**config.mk**
```make
export PLATFORM = sky130hd
export DESIGN_NAME = polygon_edge_walker
export DESIGN_NICKNAME = d
export VERILOG_FILES = /design/src/rtl/core/pew_pkg.sv /design/src/rtl/core/pew_div.sv /design/src/rtl/core/pew_ctrl.sv /design/src/rtl/core/pew_dpath.sv /design/src/rtl/core/polygon_edge_walker.sv
export VERILOG_INCLUDE_DIRS = /design/src /design/src/rtl/core
export SDC_FILE = /design/constraint.sdc
export NUM_CORES = 1
export LEC_CHECK = 0
export ABC_CLOCK_PERIOD_IN_PS = 18700
export BUFFER_PORTS_ARGS = -buffer_cell sky130_fd_sc_hd__buf_2
export CAP_MARGIN = 5
export CORE_ASPECT_RATIO = 1.5
export CORE_MARGIN = 2
export CORE_UTILIZATION = 45
export DETAILED_ROUTE_END_ITERATION = 16
export GPL_TIMING_DRIVEN = 1
export PLACE_DENSITY = 0.6
export SYNTH_ARGS = -nofsm -noshare
export SYNTH_HDL_FRONTEND = slang
export SYNTH_HIERARCHICAL = 1
export SYNTH_SLANG_ARGS = --single-unit
```
**constraint.sdc**
```tcl
create_clock -name clock -period 18.7 [get_ports clock]
set_clock_uncertainty 0.15 [all_clocks]
set_input_delay 2.805 -clock clock [delete_from_list [all_inputs] [get_ports clock]]
set_output_delay 2.805 -clock clock [all_outputs]
set_load 0.01 [all_outputs]
```
**src/rtl/core/polygon_edge_walker_defines.svh**
```systemverilog
// ----------------------------------------------------------------------------
// Polygon edge walker assertion macros
// Shared concurrent assertion forms for the edge walker RTL.
// ----------------------------------------------------------------------------
`ifndef POLYGON_EDGE_WALKER_DEFINES_SVH
`define POLYGON_EDGE_WALKER_DEFINES_SVH

`ifndef ASSERT_OFF
`define PEW_ASSERT_IMPLY(label, clk, rst, ante, cons) \
   label: assert property (@(posedge clk) disable iff (rst) (ante) |-> (cons)) \
      else $error("%m: check failed");
`define PEW_ASSERT_NEXT(label, clk, rst, ante, cons) \
   label: assert property (@(posedge clk) disable iff (rst) (ante) |=> (cons)) \
      else $error("%m: check failed");
`else
`define PEW_ASSERT_IMPLY(label, clk, rst, ante, cons)
`define PEW_ASSERT_NEXT(label, clk, rst, ante, cons)
`endif

`endif

```
**src/rtl/core/pew_pkg.sv**
```systemverilog
// ----------------------------------------------------------------------------
// Polygon edge walker package
// Shared constants, controller states and control/status structs.
// ----------------------------------------------------------------------------
`timescale 1ns / 1ps

package pew_pkg;

   localparam int COORD_BITS_DEF = 16;

   localparam logic CMD_LOAD = 1'b0;
   localparam logic CMD_STEP = 1'b1;

   typedef enum logic [1:0] {
      ST_IDLE,
      ST_DIVIDE,
      ST_SETUP,
      ST_SKIP
   } state_type;

   typedef struct packed {
      logic load;
      logic div_start;
      logic setup;
      logic advance;
      logic emit;
   } dp_cmd_type;

   typedef struct packed {
      logic h_pos;
      logic skip;
      logic lines_nz;
      logic rsp_busy;
   } dp_sts_type;

endpackage

```
**src/rtl/core/pew_div.sv**
```systemverilog
// ----------------------------------------------------------------------------
// Edge walker divider
// Restoring unsigned divider, one quotient bit per cycle.
// ----------------------------------------------------------------------------
`timescale 1ns / 1ps

module pew_div #(
   parameter int COORD_BITS = pew_pkg::COORD_BITS_DEF
) (
   input  logic                  clock,
   input  logic                  reset,
   input  logic                  start,
   input  logic [COORD_BITS-1:0] dividend,
   input  logic [COORD_BITS-1:0] divisor,
   output logic                  busy,
   output logic                  done,
   output logic [COORD_BITS-1:0] quotient,
   output logic [COORD_BITS-1:0] remainder
);

   localparam int CW = (COORD_BITS > 1) ? $clog2(COORD_BITS) : 1;

   logic              busy_ff, busy_in;
   logic [CW-1:0]     count_ff, count_in;
   logic [COORD_BITS-1:0] rem_ff, rem_in;
   logic [COORD_BITS-1:0] quo_ff, quo_in;
   logic [COORD_BITS-1:0] dvs_ff, dvs_in;
   logic [COORD_BITS:0]   shifted;
   logic [COORD_BITS:0]   diff;
   logic                  fits;

   assign shifted = {rem_ff, quo_ff[COORD_BITS-1]};
   assign diff    = shifted - {1'b0, dvs_ff};
   assign fits    = (shifted >= {1'b0, dvs_ff});
   assign done    = busy_ff && (count_ff == CW'(COORD_BITS - 1));

   always_comb begin
      busy_in  = busy_ff;
      count_in = count_ff;
      rem_in   = rem_ff;
      quo_in   = quo_ff;
      dvs_in   = dvs_ff;
      if (start) begin
         busy_in  = 1'b1;
         count_in = '0;
         rem_in   = '0;
         quo_in   = dividend;
         dvs_in   = divisor;
      end else if (busy_ff) begin
         rem_in   = fits ? diff[COORD_BITS-1:0] : shifted[COORD_BITS-1:0];
         quo_in   = {quo_ff[COORD_BITS-2:0], fits};
         count_in = count_ff + CW'(1);
         if (done) begin
            busy_in = 1'b0;
         end
      end
   end

   always_ff @(posedge clock) begin
      if (reset) begin
         busy_ff  <= 1'b0;
         count_ff <= '0;
      end else begin
         busy_ff  <= busy_in;
         count_ff <= count_in;
      end
   end

   always_ff @(posedge clock) begin
      rem_ff <= rem_in;
      quo_ff <= quo_in;
      dvs_ff <= dvs_in;
   end

   assign busy      = busy_ff;
   assign quotient  = quo_ff;
   assign remainder = rem_ff;

endmodule

```
**src/rtl/core/pew_ctrl.sv**
```systemverilog
// ----------------------------------------------------------------------------
// Edge walker controller
// Sequences edge load, division, set-up, skip and scan-line steps.
// ----------------------------------------------------------------------------
`timescale 1ns / 1ps

module pew_ctrl (
   input  logic                   clock,
   input  logic                   reset,
   input  logic                   req_tvalid,
   input  logic                   req_command,
   output logic                   req_tready,
   input  pew_pkg::dp_sts_type    sts,
   input  logic                   div_done,
   output pew_pkg::dp_cmd_type    cmd
);

   pew_pkg::state_type state_ff, state_in;

   always_ff @(posedge clock) begin
      if (reset) begin
         state_ff <= pew_pkg::ST_IDLE;
      end else begin
         state_ff <= state_in;
      end
   end

   always_comb begin
      state_in   = state_ff;
      req_tready = 1'b0;
      cmd        = '0;
      unique case (state_ff)
         pew_pkg::ST_IDLE: begin
            req_tready = !sts.rsp_busy;
            if (req_tvalid && !sts.rsp_busy) begin
               if (req_command == pew_pkg::CMD_LOAD) begin
                  cmd.load = 1'b1;
                  if (sts.h_pos) begin
                     cmd.div_start = 1'b1;
                     state_in      = pew_pkg::ST_DIVIDE;
                  end
               end else if (sts.lines_nz) begin
                  cmd.emit    = 1'b1;
                  cmd.advance = 1'b1;
               end
            end
         end
         pew_pkg::ST_DIVIDE: begin
            if (div_done) begin
               state_in = pew_pkg::ST_SETUP;
            end
         end
         pew_pkg::ST_SETUP: begin
            cmd.setup = 1'b1;
            state_in  = sts.skip ? pew_pkg::ST_SKIP : pew_pkg::ST_IDLE;
         end
         pew_pkg::ST_SKIP: begin
            cmd.advance = 1'b1;
            state_in    = pew_pkg::ST_IDLE;
         end
         default: begin
            state_in = pew_pkg::ST_IDLE;
         end
      endcase
   end

endmodule

```
**src/rtl/core/pew_dpath.sv**
```systemverilog
// ----------------------------------------------------------------------------
// Edge walker datapath
// Edge registers, error-term stepping and the result register.
// ----------------------------------------------------------------------------
`timescale 1ns / 1ps

module pew_dpath #(
   parameter int COORD_BITS = pew_pkg::COORD_BITS_DEF
) (
   input  logic                         clock,
   input  logic                         reset,
   input  pew_pkg::dp_cmd_type          cmd,
   output pew_pkg::dp_sts_type          sts,
   input  logic [COORD_BITS-1:0]        x_start,
   input  logic [COORD_BITS-1:0]        y_start,
   input  logic [COORD_BITS-1:0]        x_end,
   input  logic [COORD_BITS-1:0]        y_end,
   input  logic                         right_side,
   input  logic                         skip_first,
   output logic [COORD_BITS-1:0]        div_dividend,
   output logic [COORD_BITS-1:0]        div_divisor,
   input  logic [COORD_BITS-1:0]        quotient,
   input  logic [COORD_BITS-1:0]        remainder,
   input  logic                         rsp_ready,
   output logic                         rsp_valid,
   output logic signed [COORD_BITS:0]   rsp_boundary_x,
   output logic [COORD_BITS-1:0]        rsp_line_offset,
   output logic                         rsp_is_right,
   output logic                         rsp_last
);

   localparam int CB = COORD_BITS;
   localparam int XW = COORD_BITS + 2;

   logic [CB:0]   dx, dy, dx_mag;
   logic          h_pos;

   logic [XW-1:0] cur_x_ff, cur_x_in;
   logic [XW-1:0] err_ff, err_in;
   logic [XW-1:0] whole_ff, whole_in;
   logic [CB-1:0] height_ff, height_in;
   logic [CB-1:0] estep_ff, estep_in;
   logic          dir_ff, dir_in;
   logic          falling_ff, falling_in;
   logic          side_ff, side_in;
   logic          skip_ff, skip_in;
   logic [CB:0]   lines_ff, lines_in;
   logic [CB-1:0] count_ff, count_in;

   logic          rsp_valid_ff, rsp_valid_in;
   logic [CB:0]   rsp_bx_ff, rsp_bx_in;
   logic [CB-1:0] rsp_off_ff, rsp_off_in;
   logic          rsp_right_ff, rsp_right_in;
   logic          rsp_last_ff, rsp_last_in;

   logic [XW-1:0] x_sum, e_sum, x_adj, adv_x, adv_e;
   logic          e_pos;

   assign dx     = {x_end[CB-1], x_end} - {x_start[CB-1], x_start};
   assign dy     = {y_end[CB-1], y_end} - {y_start[CB-1], y_start};
   assign dx_mag = dx[CB] ? (~dx + (CB+1)'(1)) : dx;
   assign h_pos  = !dy[CB] && (dy != '0);

   assign div_dividend = dx_mag[CB-1:0];
   assign div_divisor  = dy[CB-1:0];

   // error-term step
   assign x_sum = cur_x_ff + whole_ff;
   assign e_sum = err_ff + {2'b00, estep_ff};
   assign e_pos = !e_sum[XW-1] && (e_sum != '0);
   assign x_adj = dir_ff ? XW'(1) : {XW{1'b1}};
   assign adv_x = e_pos ? (x_sum + x_adj) : x_sum;
   assign adv_e = e_pos ? (e_sum - {2'b00, height_ff}) : e_sum;

   always_comb begin
      cur_x_in   = cur_x_ff;
      err_in     = err_ff;
      whole_in   = whole_ff;
      height_in  = height_ff;
      estep_in   = estep_ff;
      dir_in     = dir_ff;
      falling_in = falling_ff;
      side_in    = side_ff;
      skip_in    = skip_ff;
      lines_in   = lines_ff;
      count_in   = count_ff;
      priority if (cmd.load) begin
         cur_x_in   = {{2{x_start[CB-1]}}, x_start};
         err_in     = '0;
         whole_in   = '0;
         estep_in   = '0;
         height_in  = h_pos ? dy[CB-1:0] : '0;
         dir_in     = !dx[CB] && (dx != '0);
         falling_in = dx[CB];
         side_in    = right_side;
         skip_in    = skip_first;
         count_in   = '0;
         lines_in   = h_pos ? ({1'b0, dy[CB-1:0]} - (CB+1)'(skip_first)) : '0;
      end else if (cmd.setup) begin
         whole_in = dir_ff ? {2'b00, quotient} : (~{2'b00, quotient} + XW'(1));
         estep_in = remainder;
         err_in   = falling_ff ? (XW'(1) - {2'b00, height_ff}) : '0;
      end else if (cmd.advance) begin
         cur_x_in = adv_x;
         err_in   = adv_e;
         if (cmd.emit) begin
            lines_in = lines_ff - (CB+1)'(1);
            count_in = count_ff + CB'(1);
         end
      end
   end

   always_comb begin
      rsp_bx_in    = rsp_bx_ff;
      rsp_off_in   = rsp_off_ff;
      rsp_right_in = rsp_right_ff;
      rsp_last_in  = rsp_last_ff;
      rsp_valid_in = rsp_valid_ff && !rsp_ready;
      if (cmd.emit) begin
         rsp_valid_in = 1'b1;
         rsp_bx_in    = cur_x_ff[CB:0] + (CB+1)'(side_ff);
         rsp_off_in   = count_ff;
         rsp_right_in = side_ff;
         rsp_last_in  = (lines_ff == (CB+1)'(1));
      end
   end

   always_ff @(posedge clock) begin
      if (reset) begin
         lines_ff     <= '0;
         rsp_valid_ff <= 1'b0;
      end else begin
         lines_ff     <= lines_in;
         rsp_valid_ff <= rsp_valid_in;
      end
   end

   always_ff @(posedge clock) begin
      cur_x_ff     <= cur_x_in;
      err_ff       <= err_in;
      whole_ff     <= whole_in;
      height_ff    <= height_in;
      estep_ff     <= estep_in;
      dir_ff       <= dir_in;
      falling_ff   <= falling_in;
      side_ff      <= side_in;
      skip_ff      <= skip_in;
      count_ff     <= count_in;
      rsp_bx_ff    <= rsp_bx_in;
      rsp_off_ff   <= rsp_off_in;
      rsp_right_ff <= rsp_right_in;
      rsp_last_ff  <= rsp_last_in;
   end

   assign sts.h_pos    = h_pos;
   assign sts.skip     = skip_ff;
   assign sts.lines_nz = (lines_ff != '0);
   assign sts.rsp_busy = rsp_valid_ff && !rsp_ready;

   assign rsp_valid       = rsp_valid_ff;
   assign rsp_boundary_x  = signed'(rsp_bx_ff);
   assign rsp_line_offset = rsp_off_ff;
   assign rsp_is_right    = rsp_right_ff;
   assign rsp_last        = rsp_last_ff;

endmodule

```
**src/rtl/core/polygon_edge_walker.sv**
```systemverilog
// ----------------------------------------------------------------------------
// Polygon edge walker
// Scan-converts one polygon edge into one boundary x per scan line. A step
// beat with an active edge returns one result beat from the following cycle
// on, and steps are taken one per cycle while results keep draining. A load
// beat with positive height holds the input after acceptance through the
// divide, set-up and (with skip-first) skip states: the restoring divider
// that forms the whole-pixel step and remainder yields one quotient bit per
// cycle. A load with zero or negative height completes in its acceptance
// cycle, and steps that find no active edge are consumed without a result.
// ----------------------------------------------------------------------------
`timescale 1ns / 1ps
`include "polygon_edge_walker_defines.svh"

module polygon_edge_walker #(
   parameter int COORD_BITS = pew_pkg::COORD_BITS_DEF
) (
   input  logic                                        clock,
   input  logic                                        reset,
   input  logic                                        req_tvalid,
   output logic                                        req_tready,
   // x_start, y_start, x_end, y_end, right_side, skip_first, zero fill
   input  logic [((4*COORD_BITS+2+7)/8)*8-1:0]         req_tdata,
   // command
   input  logic                                        req_tuser,
   output logic                                        rsp_tvalid,
   input  logic                                        rsp_tready,
   // boundary_x, line_offset, zero fill
   output logic [((2*COORD_BITS+1+7)/8)*8-1:0]         rsp_tdata,
   // is_right
   output logic                                        rsp_tuser,
   output logic                                        rsp_tlast
);

   localparam int CB         = COORD_BITS;
   localparam int RSP_DATA_W = ((2*COORD_BITS+1+7)/8)*8;

   pew_pkg::dp_cmd_type cmd;
   pew_pkg::dp_sts_type sts;

   logic                 div_start_w;
   logic                 div_busy;
   logic                 div_done;
   logic [CB-1:0]        div_dividend;
   logic [CB-1:0]        div_divisor;
   logic [CB-1:0]        quotient;
   logic [CB-1:0]        remainder;
   logic signed [CB:0]   boundary_x;
   logic [CB-1:0]        line_offset;
   logic                 step_beat;
   logic                 load_beat;

   assign div_start_w = cmd.div_start;

   pew_ctrl u_ctrl (
      .clock       (clock),
      .reset       (reset),
      .req_tvalid  (req_tvalid),
      .req_command (req_tuser),
      .req_tready  (req_tready),
      .sts         (sts),
      .div_done    (div_done),
      .cmd         (cmd)
   );

   pew_div #(
      .COORD_BITS (COORD_BITS)
   ) u_div (
      .clock     (clock),
      .reset     (reset),
      .start     (div_start_w),
      .dividend  (div_dividend),
      .divisor   (div_divisor),
      .busy      (div_busy),
      .done      (div_done),
      .quotient  (quotient),
      .remainder (remainder)
   );

   pew_dpath #(
      .COORD_BITS (COORD_BITS)
   ) u_dpath (
      .clock           (clock),
      .reset           (reset),
      .cmd             (cmd),
      .sts             (sts),
      .x_start         (req_tdata[CB-1:0]),
      .y_start         (req_tdata[2*CB-1:CB]),
      .x_end           (req_tdata[3*CB-1:2*CB]),
      .y_end           (req_tdata[4*CB-1:3*CB]),
      .right_side      (req_tdata[4*CB]),
      .skip_first      (req_tdata[4*CB+1]),
      .div_dividend    (div_dividend),
      .div_divisor     (div_divisor),
      .quotient        (quotient),
      .remainder       (remainder),
      .rsp_ready       (rsp_tready),
      .rsp_valid       (rsp_tvalid),
      .rsp_boundary_x  (boundary_x),
      .rsp_line_offset (line_offset),
      .rsp_is_right    (rsp_tuser),
      .rsp_last        (rsp_tlast)
   );

   assign rsp_tdata = RSP_DATA_W'({line_offset, boundary_x});

   assign step_beat = req_tvalid && req_tready && (req_tuser == pew_pkg::CMD_STEP)
                      && sts.lines_nz;
   assign load_beat = req_tvalid && req_tready && (req_tuser == pew_pkg::CMD_LOAD)
                      && sts.h_pos;

   `PEW_ASSERT_IMPLY(a_no_accept_while_dividing, clock, reset, div_busy, !req_tready)
   `PEW_ASSERT_NEXT(a_step_gives_beat, clock, reset, step_beat, rsp_tvalid)
   `PEW_ASSERT_NEXT(a_load_holds_input, clock, reset, load_beat, !req_tready && div_busy)

endmodule
```
==> results of run 1 <==
[sequential cells by signal, summed over array words and instances, names as in the netlist, 2 cells and up]
signal                   cells
u_div/quotient              16
u_dpath/whole_ff            17
u_dpath/err_ff              18
u_div/count_ff               4
u_dpath/count_ff            16
u_dpath/rsp_line_offset     16
u_dpath/rsp_boundary_x      17
u_div/dvs_ff                16
u_dpath/estep_ff            16
u_dpath/lines_ff            17
u_div/remainder             16
u_dpath/height_ff           16
u_dpath/cur_x_ff            17
u_ctrl/state_ff              2
[power groups by stage]
stage,registers [mW],logic (mW),clock network (mW)
after floorplan,0.740,1.44,0
after global placement,0.774,1.74,0
after detailed placement,0.777,1.78,0
after CTS,0.767,1.78,0.458
after global routing,0.781,2.00,0.473
final,0.766,1.78,0.446
[kinds of logic after synthesis]
family,share of synthesized area (%)
AOI/OAI and AO/OA,18.5
other,0.0237
adders and majority gates,10.9
muxes,4.01
DFF,33.4
and+or+nand+nor,18.8
xor gates and xnor gates,9.03
buffers and inverters,5.24
[per-stage QoR]
step	power, mW	hold WS, ns	instance area, um^2	worst slack (ns)	cells
after floorplan	2.18	0.258	15800	10.89	1831
after global placement	2.51	0.267	16700	10.91	2354
after detailed placement	2.55	0.276	16700	10.87	2354
after CTS	3.01	0.293	17400	11.43	2394
after global routing	3.25	0.315	17400	10.90	2394
final	3.00	0.296	17400	11.40	2394
[layer usage]
layer	GRT usage [%]	wire length (um)
met4	9.49	1630
met2	43.0	21400
met3	2.02	1120
met1	23.1	15800
met5	0	0
[how the worst min path moves through the flow]
stage / start / end / slack [ns] / depth (start not counted)
2_1_floorplan: u_dpath/count_ff[10] / u_dpath/rsp_line_offset[10] / 0.26 / 0
3_3_place_gp: u_dpath/count_ff[10] / u_dpath/rsp_line_offset[10] / 0.27 / 0
6_report: u_dpath/count_ff[10] / u_dpath/rsp_line_offset[10] / 0.30 / 0
4_1_cts: u_dpath/count_ff[10] / u_dpath/rsp_line_offset[10] / 0.29 / 0
5_1_grt: u_dpath/count_ff[10] / u_dpath/rsp_line_offset[10] / 0.31 / 0
3_5_place_dp: u_dpath/count_ff[10] / u_dpath/rsp_line_offset[10] / 0.28 / 0
[synthesized netlist by cell type, types with 17 or more instances]
master,instances
sky130_fd_sc_hd__a211oi_1,26
sky130_fd_sc_hd__a21o_1,18
sky130_fd_sc_hd__a21oi_1,87
sky130_fd_sc_hd__a31oi_1,18
sky130_fd_sc_hd__and2_1,22
sky130_fd_sc_hd__and3_1,24
sky130_fd_sc_hd__clkbuf_1,43
sky130_fd_sc_hd__dfxtp_1,108
sky130_fd_sc_hd__edfxtp_1,104
sky130_fd_sc_hd__ha_1,126
sky130_fd_sc_hd__inv_1,129
sky130_fd_sc_hd__mux2i_1,45
sky130_fd_sc_hd__nand2_1,143
sky130_fd_sc_hd__nand2b_1,21
sky130_fd_sc_hd__nand3_1,48
sky130_fd_sc_hd__nor2_1,215
sky130_fd_sc_hd__nor3_1,62
sky130_fd_sc_hd__o211ai_1,17
sky130_fd_sc_hd__o21a_1,22
sky130_fd_sc_hd__o21ai_0,76
sky130_fd_sc_hd__o22ai_1,17
sky130_fd_sc_hd__or3_1,26
sky130_fd_sc_hd__xnor2_1,123
sky130_fd_sc_hd__xor2_1,40
[cell type report]
cell class | instances | area (um^2)
fill | 3430 | 17500
tap | 473 | 592
clock inverter | 10 | 105
inverter | 129 | 484
multi-input combinational | 1422 | 9730
clock buffer | 30 | 621
sequential | 212 | 5290
timing repair buffer | 118 | 618
[critical path, stage by stage]
cell and delay, ns:
sky130_fd_sc_hd__buf_2 0.09, sky130_fd_sc_hd__inv_1 0.04, sky130_fd_sc_hd__ha_1 0.15, sky130_fd_sc_hd__inv_1 0.05, sky130_fd_sc_hd__fa_1 0.43, sky130_fd_sc_hd__nand3_1 0.12
sky130_fd_sc_hd__a31oi_1 0.15, sky130_fd_sc_hd__o2111ai_1 0.34, sky130_fd_sc_hd__a21oi_1 0.11, sky130_fd_sc_hd__nor4b_1 0.38, sky130_fd_sc_hd__buf_4 0.21, sky130_fd_sc_hd__inv_1 0.06
sky130_fd_sc_hd__nor4_1 0.46, sky130_fd_sc_hd__nand4_1 0.21, sky130_fd_sc_hd__o21bai_1 0.27, sky130_fd_sc_hd__inv_1 0.21, sky130_fd_sc_hd__and3_2 0.24, sky130_fd_sc_hd__inv_1 0.33
sky130_fd_sc_hd__nand2_1 0.57
==> results, run 1 <==
- The pin count of the biggest net entering global routing is 71.
- The iteration-0 DRC count of the detailed router is 576.
- The detailed-routing iteration count for the pre-antenna-repair pass is 7.
- At the end of the flow, the number of nets in the layout was 2115.
- Net switching is 44.2% of the power.
- The launch point of the worst reg-to-reg path is u_dpath/cur_x_ff[1].
- The async set-or-reset flop fraction in the synthesized netlist is 0%.
- The via count of the first global-routing pass came to 13046.
- In this run the static leakage power is 7.04 nW.
- The clock net sink count is between 200 and 250.
- The later pin in the worst-skew pair is clocked with a latency of 0.54 ns.
- The clock tree from TritonCTS is yes.
- Setup repair after global routing left no endpoint under its margin.
- The highest attainable clock frequency is 0.137 GHz.
- The floorplan step defined a die boundary enclosing 0.0367 mm^2.
- The setup slack of the worst register-to-register path is 14.01 ns.
- The synthesized netlist occupies a cell area of 0.0158 mm^2.
- The tree is rooted in a sky130_fd_sc_hd__clkbuf_16.
- The library cells used most frequently in the layout, excluding fill and tap cells, are sky130_fd_sc_hd__nor2_1 (215), sky130_fd_sc_hd__nand2_1 (143), sky130_fd_sc_hd__inv_1 (129).
- Post-CTS repair changed the size of 0 cells.
- The worst setup path is captured at a flop.
- For the worst setup path, the data arrival time is 7.24 ns.
- The internal power consumption is about 1.7 mW.
- For the final routed database, the setup TNS stands at 0 ns.
- The worst register-to-register path ends at u_dpath/cur_x_ff[16].
- In this run the number of H-tree levels came out at 1.
- Sequential cells were found to cover between 30% and 40% of the synthesized design area.
- The top fanout value on the critical path is 16.
- Sorting the synthesized cells by area gives the leading types as sky130_fd_sc_hd__edfxtp_1 (20%), sky130_fd_sc_hd__dfxtp_1 (14%), sky130_fd_sc_hd__ha_1 (10%).
- The post-route antenna net violation count is 0.
- Using the TritonRoute via totals, the vias-per-cell ratio works out to about 5.6.
- The worst setup path is launched from an input pin.
- The proportion of layout cells with a drive suffix above 1 is 10.4%.
- The post-layout utilization of the core is between 40% and 50%.
- The floorplan has 84 rows.
- The residual DRC count is 0.
- The most frequently used flop master after synthesis is sky130_fd_sc_hd__dfxtp_1.
- The path class of the tightest hold or removal check is reg -> reg.
- The clock network accounts for 14.9% of the total power.
- The synthesized area divided by synthesized cell count is 8.66 um^2.
- At the pin with the least slew margin, the transition time is about 1.2 ns.
- Clock tree synthesis inserted a total of 22 buffers.
- Subtracting the final worst setup slack from the clock period gives 7.30 ns.
- After clock tree synthesis, the clock-pin slew on the worst setup and hold paths is 0.06 ns.
- Per report_power, the combinational group accounts for 59.6% of the total.
- In the global route stage, overall resource usage came out at a little over a fifth.
- The total power density per cell area is 172 mW/mm^2.
- The placer congestion estimate is 0.908.
- The worst register-to-register path has a depth of 16.
- After detailed routing, the total wire length is 40.0 mm.
- The wire length of the first global-routing pass is between 60 and 70 mm.
- The number of antenna violations at the first check in global routing is 0.
- In this run, synthesis inferred 104 flip-flops with an integrated enable.
- The remaining max-slew budget at the tightest pin is 21.2%.
- The buffer levels on the longest clock path is 3.
- The final number of hold-violating endpoints was 0.
- The initial core utilization is around 45%.
- The Yosys step of the flow raised 6 warnings.
- The net switching power is 1.32 mW.
- Setup violations remaining at the end of the flow were counted as 0.
- Leaving out fill and tap cells, the most frequent cell in the layout is sky130_fd_sc_hd__nor2_1.
- The part of the power in registers is roughly a quarter.
- The post-DP HPWL is a little over 30 mm.
- The hold-fix buffer count after cts is 0.
- The largest area contributor in the synthesized netlist is sky130_fd_sc_hd__edfxtp_1.
- 121 I/O pins were placed.
- In this run the worst setup path begins at req_tdata[48].
- Buffers added to address setup during post-CTS repair amount to 0.
- The reported max-cap violation count is 0.
- The floorplan core area is 0.0349 mm^2.
- The antenna diode instance count is 0.
- From synthesis to final layout, the design area changed by 10.3%.
- The overall via count from detail_route is 13297.
- VDD sags by at most approximately 0.08 mV.
- In this run the horizontal extent of the chip is 157 um.
- The number of pins exceeding their max-slew limit in the final report came to 0.
- The synthesized flop and latch total is 212.
- The capturing element of the worst setup path is u_div/quotient[6].
- The average wire per standard cell is 16.7 um.
- The run finished with clean final reports.
- The port buffer count is approximately 110.
- Of the post-synthesis cell area, the dominant cell type holds 19.8%.
- The number of distinct library cells after synthesis is 91.
- From bottom edge to top edge, the die measures 234 um.
- The synthesized netlist cell count is 1825.
- The final critical path takes up 39.1% of the cycle.
- STA puts the critical path data required time at 18.64 ns.
- After global routing the overflow that remains totals 0.
- The critical path in this run is classified as in -> reg.
No activity file was read; power rests on OpenSTA's default activity.
==> run 2, diff against run 1 <==
--- a/config.mk
+++ b/config.mk
@@ -6,7 +6,7 @@
 export SDC_FILE = /design/constraint.sdc
 export NUM_CORES = 1
 export LEC_CHECK = 0
-export ABC_CLOCK_PERIOD_IN_PS = 18700
+export ABC_CLOCK_PERIOD_IN_PS = 6220
 export BUFFER_PORTS_ARGS = -buffer_cell sky130_fd_sc_hd__buf_2
 export CAP_MARGIN = 5
 export CORE_ASPECT_RATIO = 1.5
@@ -14,7 +14,7 @@
 export CORE_UTILIZATION = 45
 export DETAILED_ROUTE_END_ITERATION = 16
 export GPL_TIMING_DRIVEN = 1
-export PLACE_DENSITY = 0.6
+export PLACE_DENSITY = 0.62
 export SYNTH_ARGS = -nofsm -noshare
 export SYNTH_HDL_FRONTEND = slang
 export SYNTH_HIERARCHICAL = 1
==> constraint.sdc (replaced) <==
create_clock -name clock -period 6.22 [get_ports clock]
set_clock_uncertainty 0.15 [all_clocks]
set_input_delay 0.933 -clock clock [delete_from_list [all_inputs] [get_ports clock]]
set_output_delay 0.933 -clock clock [all_outputs]
set_load 0.01 [all_outputs]
==> run 2 against run 1 <==
  * Sequential cell count unchanged
  * Sequential power rose to 3.0 times the previous value
  * Combinational power rose to 3.0 times the previous value
  * Wire length increased by 0.25%
==> results, run 2 (synthesis gave the netlist of run 1 again) <==
- The area enclosed by the die boundary came to 0.0367 mm^2 (unchanged).
- The wire length on met2 is 22.1 mm (+2.9%).
- The critical path class is in -> reg.
- The area occupied by registers came to 0.00529 mm^2 (unchanged).
- The proportion of layout cells with a drive suffix above 1 is 10.4% (+0.072 points).
- The register with the most flip-flops is u_dpath/err_ff.
- The total number of H-tree levels was 1 (unchanged).
- Leaving out fill and tap cells, the most frequent cells in the layout are sky130_fd_sc_hd__nor2_1 (215), sky130_fd_sc_hd__nand2_1 (143), sky130_fd_sc_hd__inv_1 (129).
- The buffer levels on the longest clock path is 3 (unchanged).
- The pin count of the biggest net entering global routing was 70 (-1.4%).
- The fraction of power spent switching nets was 44.0% (-0.17 points).
- STA classifies the critical path startpoint as an input pin.
- The actual slew at the worst max-slew pin is 1.24 ns (+0.0778 ns).
- The internal power consumption was 5.04 mW (+200%).
- The clock-pin slew on the worst setup and hold paths came to 0.06 ns (about the same).
- The number of pins exceeding their max-slew limit in the final report is 0 (unchanged).
- The via count of the first global-routing pass came to 13096 (+0.38%).
- The clock tree root buffer cell is sky130_fd_sc_hd__clkbuf_16.
- The total clock buffers created by CTS was 23 (+4.5%).
- The final period demand of the worst path is 5.09 ns.
- The top fanout value on the critical path is 50 (+34).
- The library cell used most frequently in the layout, excluding fill and tap cells, is sky130_fd_sc_hd__nor2_1.
- The met3 layer wire length in the routed design is 1.21 mm (+7.9%).
- The highest routed metal layer is met4.
- The number of cell rows is 84 (unchanged).
- The iteration-0 DRC count of the detailed router was 667 (+16%).
- The hold-fix buffer count after cts was 0 (unchanged).
- The part of the power in registers is 25.6% (about the same).
- The critical path arrival came to 5.37 ns (-1.87 ns).
- The average wire per standard cell is 16.7 um (about the same).
- The flow ran to the end, and the final reports show no timing, DRC or antenna violations.
- The count of instances resized after the clock tree is built was 0 (unchanged).
- The maximum vdd drop came to 0.331 mV (+300%).
- The die extent in y was 234 um (unchanged).
- The post-DP HPWL is 31.5 mm (+1.5%).
- The floorplan core area is 0.0349 mm^2 (unchanged).
- The net switching power came to 3.95 mW (+200%).
- The part of the total power dissipated in the clock network was 14.7% (-0.2 points).
- The area of the multi-input gates is 0.00973 mm^2 (about the same).
- The pre-CTS setup slack is 0.673 ns (-10.20 ns).
- The post-route antenna net violation count was 0 (unchanged).
- The remaining max-slew budget at the tightest pin was 17.0% (-4.2 points).
- The number of endpoints failing setup at the final stage is 0 (unchanged).
- The total routing usage reported by global routing is 21.7% (-0.066 points).
- The via density per instance is 5.58 (+0.42%).
- The post-CTS setup buffer count is 0 (unchanged).
- The die span in x was 157 um (unchanged).
- The clock tree from TritonCTS is yes.
- The initial core utilization is 45.3% (unchanged).
- The number of antenna violations at the first check in global routing is 0 (unchanged).
- The final number of hold-violating endpoints is 0 (unchanged).
- The final routed wirelength across all metal layers is 40.1 mm (+0.25%).
- The post-route worst setup slack is 1.13 ns (-10.27 ns).
- The summed negative setup slack over all endpoints came to 0 ns (unchanged).
- The routed metal-1 wirelength is 15.8 mm (-0.18%).
- The placer congestion estimate is 0.922 (+1.6%).
- The required time at the endpoint of the critical path is 6.50 ns (-12.14 ns).
- The highest attainable clock frequency is a little under 0.2 GHz.
- The overall via count from detail_route is 13386 (+0.67%).
- The growth of design area from synthesis to finish is 10.5%.
- The final clock period utilization by the worst path is 81.9%.
- The total power density per cell area was 515 mW/mm^2 (+200%).
- The residual DRC count came to 0 (unchanged).
- The source-to-sink clock delay at the later pin of the worst-skew pair came to 0.53 ns (about the same).
- The antenna diode instance count is 0 (unchanged).
- The type of the most critical hold path is reg -> reg.
- The number of fill cells is 3364 (-1.9%).
- Setup repair after global routing left no endpoint under its margin.
- The detailed-routing iteration count for the pre-antenna-repair pass came to 4 (-3).
- The clock net sink count is 212 (unchanged).
- The reported max-cap violation count is 0 (unchanged).
- The kind of capture point of the worst setup path is a flop.
- The port buffer count is 107 (unchanged).
- The wire length of the first global-routing pass is 64.5 mm (+0.50%).
- The combinational power share came to 59.7% (about the same).
- The leakage power is 7.07 nW (+0.43%).
- The number of nets in the layout is 2122 (+0.33%).
- The flip-flop count of the largest register after layout came to 18 (unchanged).
- The total overflow reported by the global router is 0 (unchanged).
- The number of ports placed on the die boundary is 121 (unchanged).
[run 2: cell count changes in the layout (fill, tap and decap cells not counted), sizes merged]
cell / before / now
buf: 118 / 124
clkbuf: 30 / 31
clkinv: 4 / 5
clkinvlp: 3 / 1
[run 2: worst paths after layout]
path / slack [ns] / start / end / cells past startpoint
min: 0.28 / u_dpath/count_ff[10] / u_dpath/rsp_line_offset[10] / 0
max reg2reg: 1.57 / u_dpath/cur_x_ff[1] / u_dpath/cur_x_ff[16] / 16
min reg2reg: 0.28 / u_dpath/count_ff[10] / u_dpath/rsp_line_offset[10] / 0
max: 1.13 / req_tdata[48] / u_div/remainder[1] / 20
[run 2: per-stage QoR]
stage,power [mW],area (um^2),hold slack (ns),util (%),instances
after floorplan,6.56,15800,0.258,-,1831
after global placement,7.53,16800,0.266,48.0,2360
after detailed placement,7.66,16800,0.269,48.0,2360
after CTS,9.01,17500,0.284,50.1,2400
after global routing,9.75,17500,0.291,50.1,2400
final,8.99,17500,0.283,50.1,2400
[run 2: critical path: stages]
cell,delay (ns)
sky130_fd_sc_hd__buf_2,0.10
sky130_fd_sc_hd__inv_1,0.04
sky130_fd_sc_hd__ha_1,0.16
sky130_fd_sc_hd__inv_1,0.06
sky130_fd_sc_hd__fa_1,0.42
sky130_fd_sc_hd__nand3_1,0.12
sky130_fd_sc_hd__a31oi_1,0.16
sky130_fd_sc_hd__o2111ai_1,0.40
sky130_fd_sc_hd__a21oi_1,0.12
sky130_fd_sc_hd__nor4b_1,0.33
sky130_fd_sc_hd__buf_4,0.19
sky130_fd_sc_hd__inv_1,0.05
sky130_fd_sc_hd__nor4_1,0.47
sky130_fd_sc_hd__nand4_1,0.22
sky130_fd_sc_hd__o21bai_1,0.33
sky130_fd_sc_hd__inv_1,0.10
sky130_fd_sc_hd__and3_2,0.19
sky130_fd_sc_hd__buf_4,0.30
sky130_fd_sc_hd__or4_1,0.54
sky130_fd_sc_hd__o311ai_1,0.08
[run 2: power by group through the flow]
stage | clock network (mW) | registers (mW) | logic (mW)
after floorplan | 0 | 2.23 | 4.34
after global placement | 0 | 2.32 | 5.21
after detailed placement | 0 | 2.33 | 5.33
after CTS | 1.36 | 2.30 | 5.35
after global routing | 1.41 | 2.35 | 5.98
final | 1.32 | 2.30 | 5.37
[run 2: area by class of cell]
class	instances	area share (%)
Multi-Input combinational cell	1422	55.7
Inverter	129	2.77
Clock buffer	31	3.58
Sequential cell	212	30.3
Clock inverter	9	0.516
Timing Repair Buffer	124	3.80
Tap cell	473	3.39
[run 2: metal layers]
layer | GRT usage [%] | vias to the layer above
li1 | - | 6757
met1 | 23.3 | 6288
met2 | 44.2 | 272
met3 | 1.95 | 69
met4 | 6.28 | 0
met5 | 0 | -
